<file path="config.mk">
export PLATFORM = sky130hd
export DESIGN_NAME = integer_to_roman_encoder_top
export DESIGN_NICKNAME = d
export VERILOG_FILES = /design/src/irenc_pkg.sv /design/src/irenc_fifo.sv /design/src/irenc_front.sv /design/src/irenc_back.sv /design/src/integer_to_roman_encoder_top.sv
export SDC_FILE = /design/constraint.sdc
export NUM_CORES = 1
export LEC_CHECK = 0
export BUFFER_PORTS_ARGS = -buffer_cell sky130_fd_sc_hd__buf_4
export CORE_UTILIZATION = 62
export CTS_CLUSTER_SIZE = 40
export DETAILED_ROUTE_END_ITERATION = 8
export PLACE_DENSITY = 0.93
export SLEW_MARGIN = 10
export SYNTH_ARGS = -nofsm -noshare
export SYNTH_HDL_FRONTEND = slang
export SYNTH_SLANG_ARGS = --single-unit
</file>
<file path="constraint.sdc">
create_clock -name clk -period 6.2 [get_ports clk]
set_input_delay 0.62 -clock clk [delete_from_list [all_inputs] [get_ports clk]]
set_output_delay 0.62 -clock clk [all_outputs]
set_load 0.005 [all_outputs]
</file>
<file path="src/irenc_pkg.sv">
// ----------------------------------------------------------------------------
// irenc_pkg
// Types and constant tables shared by the roman numeral encoder modules.
// ----------------------------------------------------------------------------
package irenc_pkg;

    localparam int VALUE_W  = 12;
    localparam int CHAR_W   = 8;
    localparam int ROWS     = 13;
    localparam int ROW_W    = 4;
    localparam logic [VALUE_W-1:0] VALUE_LIMIT = 12'd3999;

    typedef logic [VALUE_W-1:0] value_t;
    typedef logic [CHAR_W-1:0]  char_t;
    typedef logic [ROW_W-1:0]   row_t;

    localparam char_t CH_NONE = 8'h00;
    localparam char_t CH_M    = 8'h4D;
    localparam char_t CH_D    = 8'h44;
    localparam char_t CH_C    = 8'h43;
    localparam char_t CH_L    = 8'h4C;
    localparam char_t CH_X    = 8'h58;
    localparam char_t CH_V    = 8'h56;
    localparam char_t CH_I    = 8'h49;

    // greedy rows, largest weight first, subtractive pairs in between
    localparam value_t SYM_WEIGHT [ROWS] = '{
        12'd1000, 12'd900, 12'd500, 12'd400, 12'd100, 12'd90, 12'd50,
        12'd40, 12'd10, 12'd9, 12'd5, 12'd4, 12'd1
    };
    localparam char_t SYM_FIRST [ROWS] = '{
        CH_M, CH_C, CH_D, CH_C, CH_C, CH_X, CH_L, CH_X, CH_X, CH_I, CH_V, CH_I, CH_I
    };
    localparam char_t SYM_SECOND [ROWS] = '{
        CH_NONE, CH_M, CH_NONE, CH_D, CH_NONE, CH_C, CH_NONE, CH_L, CH_NONE,
        CH_X, CH_NONE, CH_V, CH_NONE
    };

    typedef enum logic [0:0] {
        ST_IDLE,
        ST_RUN
    } state_t;

    // status of the queue between front and back
    typedef struct packed {
        logic full;
        logic empty;
    } q_status_t;

    // first row whose weight fits in the remainder
    function automatic row_t find_row(input value_t rem);
        row_t row;
        row = row_t'(ROWS - 1);
        for (int i = ROWS - 1; i >= 0; i--)
        begin
            if (SYM_WEIGHT[i] <= rem)
            begin
                row = row_t'(i);
            end
        end
        return row;
    endfunction

    function automatic logic value_ok(input value_t v);
        return (v != '0) && (v <= VALUE_LIMIT);
    endfunction

endpackage

</file>
<file path="src/irenc_fifo.sv">
// ----------------------------------------------------------------------------
// irenc_fifo
// Small register queue between the front and the back of the encoder.
// ----------------------------------------------------------------------------
module irenc_fifo #(
    parameter int DEPTH = 2
) (
    input  logic                      clk,
    input  logic                      rst_n,
    input  logic                      wr_en,
    input  irenc_pkg::value_t         wr_data,
    input  logic                      rd_en,
    output irenc_pkg::value_t         rd_data,
    output irenc_pkg::q_status_t      status
);
    import irenc_pkg::*;

    localparam int PTR_W = $clog2(DEPTH);
    localparam int CNT_W = $clog2(DEPTH + 1);
    localparam logic [PTR_W-1:0] PTR_LAST = PTR_W'(DEPTH - 1);
    localparam logic [CNT_W-1:0] CNT_FULL = CNT_W'(DEPTH);

    value_t             mem_reg [DEPTH];
    logic [PTR_W-1:0]   wr_ptr_reg, wr_ptr_next;
    logic [PTR_W-1:0]   rd_ptr_reg, rd_ptr_next;
    logic [CNT_W-1:0]   count_reg, count_next;
    logic               do_wr, do_rd;

    assign status.full  = (count_reg == CNT_FULL);
    assign status.empty = (count_reg == '0);
    assign do_wr        = wr_en && !status.full;
    assign do_rd        = rd_en && !status.empty;
    assign rd_data      = mem_reg[rd_ptr_reg];

    always_comb
    begin
        wr_ptr_next = wr_ptr_reg;
        rd_ptr_next = rd_ptr_reg;
        count_next  = count_reg;
        if (do_wr)
        begin
            wr_ptr_next = (wr_ptr_reg == PTR_LAST) ? '0 : wr_ptr_reg + 1'b1;
        end
        if (do_rd)
        begin
            rd_ptr_next = (rd_ptr_reg == PTR_LAST) ? '0 : rd_ptr_reg + 1'b1;
        end
        if (do_wr && !do_rd)
        begin
            count_next = count_reg + 1'b1;
        end
        else if (do_rd && !do_wr)
        begin
            count_next = count_reg - 1'b1;
        end
    end

    always_ff @(posedge clk or negedge rst_n)
    begin
        if (!rst_n)
        begin
            wr_ptr_reg <= '0;
            rd_ptr_reg <= '0;
            count_reg  <= '0;
        end
        else
        begin
            wr_ptr_reg <= wr_ptr_next;
            rd_ptr_reg <= rd_ptr_next;
            count_reg  <= count_next;
        end
    end

    always_ff @(posedge clk)
    begin
        if (do_wr)
        begin
            mem_reg[wr_ptr_reg] <= wr_data;
        end
    end

`ifndef SYNTHESIS
    a_count_bound: assert property (@(posedge clk) disable iff (!rst_n)
        count_reg <= CNT_FULL)
        else $error("queue count beyond depth");
`endif

endmodule

</file>
<file path="src/irenc_front.sv">
// ----------------------------------------------------------------------------
// irenc_front
// Input stage: takes words, drops values with an empty numeral or out of range.
// ----------------------------------------------------------------------------
module irenc_front (
    input  logic                  clk,
    input  logic                  rst_n,
    input  logic                  push,
    output logic                  full,
    input  irenc_pkg::value_t     value,
    output logic                  q_wr,
    output irenc_pkg::value_t     q_data,
    input  irenc_pkg::q_status_t  q_status
);
    import irenc_pkg::*;

    logic   stage_valid_reg, stage_valid_next;
    value_t stage_value_reg;
    logic   load;

    assign full   = stage_valid_reg && q_status.full;
    assign load   = push && !full;
    assign q_wr   = stage_valid_reg && !q_status.full;
    assign q_data = stage_value_reg;

    always_comb
    begin
        stage_valid_next = stage_valid_reg;
        if (load)
        begin
            stage_valid_next = value_ok(value);
        end
        else if (q_wr)
        begin
            stage_valid_next = 1'b0;
        end
    end

    always_ff @(posedge clk or negedge rst_n)
    begin
        if (!rst_n)
        begin
            stage_valid_reg <= 1'b0;
        end
        else
        begin
            stage_valid_reg <= stage_valid_next;
        end
    end

    always_ff @(posedge clk)
    begin
        if (load)
        begin
            stage_value_reg <= value;
        end
    end

endmodule

</file>
<file path="src/irenc_back.sv">
// ----------------------------------------------------------------------------
// irenc_back
// Sequencer: reduces one value greedily and emits one character per cycle while the output is free or popped.
// ----------------------------------------------------------------------------
module irenc_back (
    input  logic                  clk,
    input  logic                  rst_n,
    output logic                  q_rd,
    input  irenc_pkg::value_t     q_data,
    input  irenc_pkg::q_status_t  q_status,
    output logic                  empty,
    input  logic                  pop,
    output irenc_pkg::char_t      symbol_char,
    output logic                  last_char
);
    import irenc_pkg::*;

    state_t state_reg, state_next;
    value_t rem_reg, rem_next;
    char_t  pending_reg, pending_next;
    logic   out_valid_reg, out_valid_next;
    char_t  sym_reg, sym_next;
    logic   last_reg, last_next;

    row_t   row;
    value_t rem_sub;
    logic   emit;

    assign row         = find_row(rem_reg);
    assign rem_sub     = rem_reg - SYM_WEIGHT[row];
    assign emit        = (state_reg == ST_RUN) && (!out_valid_reg || pop);
    assign empty       = !out_valid_reg;
    assign symbol_char = sym_reg;
    assign last_char   = last_reg;

    always_comb
    begin
        state_next     = state_reg;
        rem_next       = rem_reg;
        pending_next   = pending_reg;
        out_valid_next = out_valid_reg && !pop;
        sym_next       = sym_reg;
        last_next      = last_reg;
        q_rd           = 1'b0;
        unique case (state_reg)
            ST_IDLE:
            begin
                if (!q_status.empty)
                begin
                    q_rd         = 1'b1;
                    rem_next     = q_data;
                    pending_next = CH_NONE;
                    state_next   = ST_RUN;
                end
            end
            ST_RUN:
            begin
                if (emit)
                begin
                    out_valid_next = 1'b1;
                    if (pending_reg != CH_NONE)
                    begin
                        // second half of a subtractive pair
                        sym_next     = pending_reg;
                        last_next    = (rem_reg == '0);
                        pending_next = CH_NONE;
                    end
                    else
                    begin
                        sym_next     = SYM_FIRST[row];
                        last_next    = (SYM_SECOND[row] == CH_NONE) && (rem_sub == '0);
                        pending_next = SYM_SECOND[row];
                        rem_next     = rem_sub;
                    end
                    if (last_next)
                    begin
                        state_next = ST_IDLE;
                    end
                end
            end
            default:
            begin
                state_next = ST_IDLE;
            end
        endcase
    end

    always_ff @(posedge clk or negedge rst_n)
    begin
        if (!rst_n)
        begin
            state_reg     <= ST_IDLE;
            out_valid_reg <= 1'b0;
        end
        else
        begin
            state_reg     <= state_next;
            out_valid_reg <= out_valid_next;
        end
    end

    always_ff @(posedge clk)
    begin
        rem_reg     <= rem_next;
        pending_reg <= pending_next;
        sym_reg     <= sym_next;
        last_reg    <= last_next;
    end

`ifndef SYNTHESIS
    a_run_has_work: assert property (@(posedge clk) disable iff (!rst_n)
        (state_reg == ST_RUN) |-> (rem_reg != '0) || (pending_reg != CH_NONE))
        else $error("sequencer running with nothing left");

    a_last_ends_run: assert property (@(posedge clk) disable iff (!rst_n)
        emit && last_next |=> (state_reg == ST_IDLE))
        else $error("sequencer did not stop after last character");

    a_char_legal: assert property (@(posedge clk) disable iff (!rst_n)
        out_valid_reg |-> (sym_reg == CH_M) || (sym_reg == CH_D) || (sym_reg == CH_C)
            || (sym_reg == CH_L) || (sym_reg == CH_X) || (sym_reg == CH_V)
            || (sym_reg == CH_I))
        else $error("output character not a numeral symbol");
`endif

endmodule

</file>
<file path="src/integer_to_roman_encoder_top.sv">
// ----------------------------------------------------------------------------
// integer_to_roman_encoder_top
// Converts values 1 to 3999 into Roman numeral ASCII characters, one per word.
// ----------------------------------------------------------------------------
// usage
//   input channel: drive value and raise push; the word is taken at a clock
//   edge with push high and full low. values of 0 or above 3999 are taken
//   and dropped, they give no characters
//   output channel: while empty is low, symbol_char holds the oldest
//   character and last_char marks the final character of a numeral; pop
//   high with empty low takes it
//   path: the first character of a value passes the input register, the
//   queue, the sequencer load and the output register before it shows up
//   sequencing: the sequencer loads a value in its idle state, then emits
//   one character per cycle while pop keeps up; the longest numeral has
//   fifteen characters; the front keeps taking values into the queue while
//   the sequencer works
//   stall: when pop stays low the character waits in the output register,
//   the sequencer holds, the queue fills and then full rises
//   reset: rst_n low clears the queue, the input register and the
//   sequencer at once; the block is empty and ready right after
// ----------------------------------------------------------------------------
module integer_to_roman_encoder_top #(
    parameter int QUEUE_DEPTH = 2
) (
    input  logic                clk,
    input  logic                rst_n,
    input  logic                push,
    output logic                full,
    input  irenc_pkg::value_t   value,
    output logic                empty,
    input  logic                pop,
    output irenc_pkg::char_t    symbol_char,
    output logic                last_char
);
    import irenc_pkg::*;

    // front to queue
    logic       q_wr;
    value_t     q_wr_data;
    // queue to back
    logic       q_rd;
    value_t     q_rd_data;
    q_status_t  q_status;

    // front: register the word, keep only values with a numeral
    irenc_front u_front (
        .clk      (clk),
        .rst_n    (rst_n),
        .push     (push),
        .full     (full),
        .value    (value),
        .q_wr     (q_wr),
        .q_data   (q_wr_data),
        .q_status (q_status)
    );

    // decouples the front from the character sequencer
    irenc_fifo #(
        .DEPTH (QUEUE_DEPTH)
    ) u_fifo (
        .clk     (clk),
        .rst_n   (rst_n),
        .wr_en   (q_wr),
        .wr_data (q_wr_data),
        .rd_en   (q_rd),
        .rd_data (q_rd_data),
        .status  (q_status)
    );

    // back: greedy reduction, one character per cycle into a free or popped output register
    irenc_back u_back (
        .clk         (clk),
        .rst_n       (rst_n),
        .q_rd        (q_rd),
        .q_data      (q_rd_data),
        .q_status    (q_status),
        .empty       (empty),
        .pop         (pop),
        .symbol_char (symbol_char),
        .last_char   (last_char)
    );

endmodule

</file>
==> flow_summary.json <==
{
  "ys_types": 71,
  "vias": 3027,
  "die_x_um": 81.4,
  "antenna_found_initial": 0,
  "synthTopCellsByCount": "edfxtp_1 (61), nor2_1 (27), nand2_1 (26), o21ai_0 (23), a21oi_1 (18)",
  "maxCapViolations": 0,
  "setup_tns_ns": 0,
  "vias_per_cell": 6.58,
  "cp_max_fo": 12,
  "dpl_worst_slack_ns": 1.16,
  "cts.sinks": 68,
  "cts.path.max_buffers": 2,
  "hp-class": "in2async",
  "synth.largest_area_cell": "edfxtp_1",
  "r2r_setup_slack_ns": 0.95,
  "critPathTopFamily": "compound AO/OA/AOI/OAI gates",
  "crit_path_frequent_cell": "a21oi_1",
  "dr.pass1.iters": 5,
  "numPortBuffers": 24,
  "slowest_delay_ns": 0.56,
  "dieArea_sq_mm": 0.00663,
  "worstReg2RegStart": "u_back.rem_reg[4]$_DFFE_PP_",
  "place_hpwl_um": 6520,
  "grt_use_total_pct": 29.3,
  "clockRootBuffer": "clkbuf_8",
  "rsz0062_at_grt": "false",
  "cp_slowest_cell": "o311ai_1",
  "register_area_sq_mm": 0.00201,
  "arrival_ns": 5.47,
  "drive_above_1_share_pct": 15.1,
  "r2r_cells": 18,
  "drcViolationCount": 0,
  "synth.most_common_cell": "edfxtp_1",
  "cts_made_buffers": 9,
  "routabilityCongestion": 1.00,
  "drt_iter0_markers": 474,
  "grt_pass1_wl_um": 14100,
  "crit_type": "reg2reg",
  "setup_viol": 0,
  "synth_flop_cell": "edfxtp_1",
  "syn_area_sq_mm": 0.00391,
  "synth_top_area_share_pct": 46.8,
  "coreArea_sq_mm": 0.00599,
  "syn_avg_cell_area_sq_um": 11.0,
  "crit_path_end_kind": "flip-flop",
  "wl_per_cell_um": 19.4,
  "post_cts_buffers": 0,
  "r2r-end": "u_back.state_reg$_DFF_PN0_",
  "rows": 28,
  "wl_um": 8940,
  "grt_pass1_vias": 2946,
  "report.final.slew_viol_count": 0,
  "outcome": "finished clean",
  "antenna_left": 0,
  "clk_pin_slew_worst_paths_ns": 0.08,
  "tritoncts": "yes",
  "skew_ns": 0.00625,
  "area_growth_pct": 10.5,
  "fin_crit_sh_pct": 84.7,
  "relSlewSlack_pct": 36.1,
  "syn_inst": 357,
  "synth-edff-count": 61,
  "max_slew.worst_pin.slew_ns": 0.955,
  "p_leak_nw": 1.63,
  "ys_warn_count": 0,
  "n_fill_cell": 404,
  "crit_chain": "o311ai_1 -> nand2_1 -> inv_1 -> o21ai_0 -> nand2_1 -> ha_1 -> a21oi_1 -> nor2_1 -> ha_1 -> fa_1 -> nor2b_1 -> o2111ai_1 -> a21oi_1 -> o21ai_1 -> nor4b_2 -> o2111ai_1 -> o21ai_2 -> a21oi_1",
  "clock_latency_ns": 0.34,
  "largest_register_ffs": 24,
  "overflow": 0,
  "start_util_pct": 65.3,
  "die_y_um": 81.4,
  "synth_seq_cells": 68,
  "fin_ws_ns": 0.946,
  "vdd_drop_max_v": 0.000310,
  "multiInputGateArea_sq_mm": 0.00176,
  "ys_top_cells_by_area": "edfxtp_1 (47%), ha_1 (5.4%), dfrtp_1 (4.5%), o21ai_0 (2.9%), nor2_1 (2.6%)",
  "critical_path_required_ns": 6.42,
  "fmax_mhz": 190,
  "async_reset_ff_share_pct": 10.3,
  "grt_max_degree": 23,
  "start_kind": "flip-flop",
  "htreeDepth": 3,
  "synth_seq_area_share_pct": 51.3,
  "io_pins": 27,
  "postCtsResizedCells": 0,
  "cts_hold_buffers": 0,
  "antenna_cells": 0,
  "powerDensity_mw_per_mm2": 264,
  "hold_viol": 0,
  "period_needed_ns": 5.25,
  "cp_num_buf_inv": 1,
  "nNetsFinal": 414
}
## layer usage
layer	global-route usage, %	wire [um]
met1	34.4	3330
met2	52.5	4710
met3	4.11	591
met4	13.8	311
met5	0	0
## how the worst max path moves through the flow
| stage | cells after the start | from | end | slack (ns) |
|---|---|---|---|---|
| floorplan | 20 | u_back.rem_reg[4]$_DFFE_PP_ | u_back.state_reg$_DFF_PN0_ | 2.15 |
| global placement | 18 | u_back.rem_reg[4]$_DFFE_PP_ | u_back.state_reg$_DFF_PN0_ | 1.21 |
| detailed placement | 18 | u_back.rem_reg[4]$_DFFE_PP_ | u_back.state_reg$_DFF_PN0_ | 1.16 |
| CTS | 18 | u_back.rem_reg[4]$_DFFE_PP_ | u_back.state_reg$_DFF_PN0_ | 1.12 |
| global route | 18 | u_back.rem_reg[4]$_DFFE_PP_ | u_back.state_reg$_DFF_PN0_ | 0.74 |
| finish | 18 | u_back.rem_reg[4]$_DFFE_PP_ | u_back.state_reg$_DFF_PN0_ | 0.95 |
## final cells by class
class / count / share of cell area, %
Timing Repair Buffer: 25 / 4.34
Tap cell: 75 / 2.17
Clock buffer: 12 / 4.11
Multi-Input combinational cell: 257 / 40.6
Inverter: 19 / 1.65
Clock inverter: 4 / 0.666
Sequential cell: 68 / 46.4
## worst register-to-register path, stage by stage, from the launching register on
cell and delay, ns:
edfxtp_1 0.54, o311ai_1 0.56, nand2_1 0.28, inv_1 0.39
o21ai_0 0.22, nand2_1 0.23, ha_1 0.31, a21oi_1 0.13
nor2_1 0.07, ha_1 0.24, fa_1 0.42, nor2b_1 0.23
o2111ai_1 0.18, a21oi_1 0.33, o21ai_1 0.18, nor4b_2 0.34
o2111ai_1 0.21, o21ai_2 0.19, a21oi_1 0.08
## placed cells by master (no fill, tap or decap), types with 3 or more instances in the layout
cell type / synthesis / routed
nand4_1: 5 / 5
nand3_1: 6 / 6
nor3b_1: 3 / 3
and3_1: 5 / 5
edfxtp_1: 61 / 61
a22oi_1: 3 / 3
mux2i_1: 6 / 6
buf_4: 3 / 25
nand2b_1: 7 / 7
nand2_1: 26 / 26
inv_1: 17 / 17
nor3_1: 7 / 7
o211ai_1: 6 / 6
a31oi_1: 3 / 3
nor4_1: 7 / 7
and2_1: 3 / 3
o21ai_1: 3 / 3
xor2_1: 3 / 3
o21ai_0: 23 / 23
a211oi_1: 8 / 8
ha_1: 17 / 17
o31ai_1: 4 / 4
xnor2_1: 8 / 8
nor2b_1: 11 / 11
a21oi_1: 18 / 18
dfrtp_1: 7 / 7
clkbuf_8: 0 / 9
nor2_1: 27 / 27
## where the power goes
group / switching (mW) / internal, mW / total [mW]
clock network: 0.172 / 0.194 / 0.366
registers: 0.0358 / 0.593 / 0.629
logic: 0.0885 / 0.0571 / 0.146
## through the flow
stage | area (sq um) | utilization [%] | hold WS [ns] | power [mW] | cells
detailed placement | 4120 | 68.7 | 0.430 | 0.780 | 444
CTS | 4320 | 72.1 | 0.0757 | 1.14 | 460
floorplan | 3920 | - | 0.324 | 0.726 | 358
global route | 4320 | 72.1 | 0.0802 | 1.18 | 460
finish | 4320 | 72.1 | 0.0734 | 1.14 | 460
global placement | 4120 | 68.7 | 0.423 | 0.763 | 444
## cells by family after synthesis
logic type | after synthesis | share of synthesized area (%)
other | 1 | 0.0958
buffers and inverters | 33 | 3.93
xor gates and xnor gates | 11 | 2.46
and+or+nand+nor | 122 | 16.8
DFF | 68 | 51.3
AOI/OAI and AO/OA | 96 | 17.4
muxes | 8 | 2.11
adders and majority gates | 18 | 5.95
(Power assumes the default switching activity.)
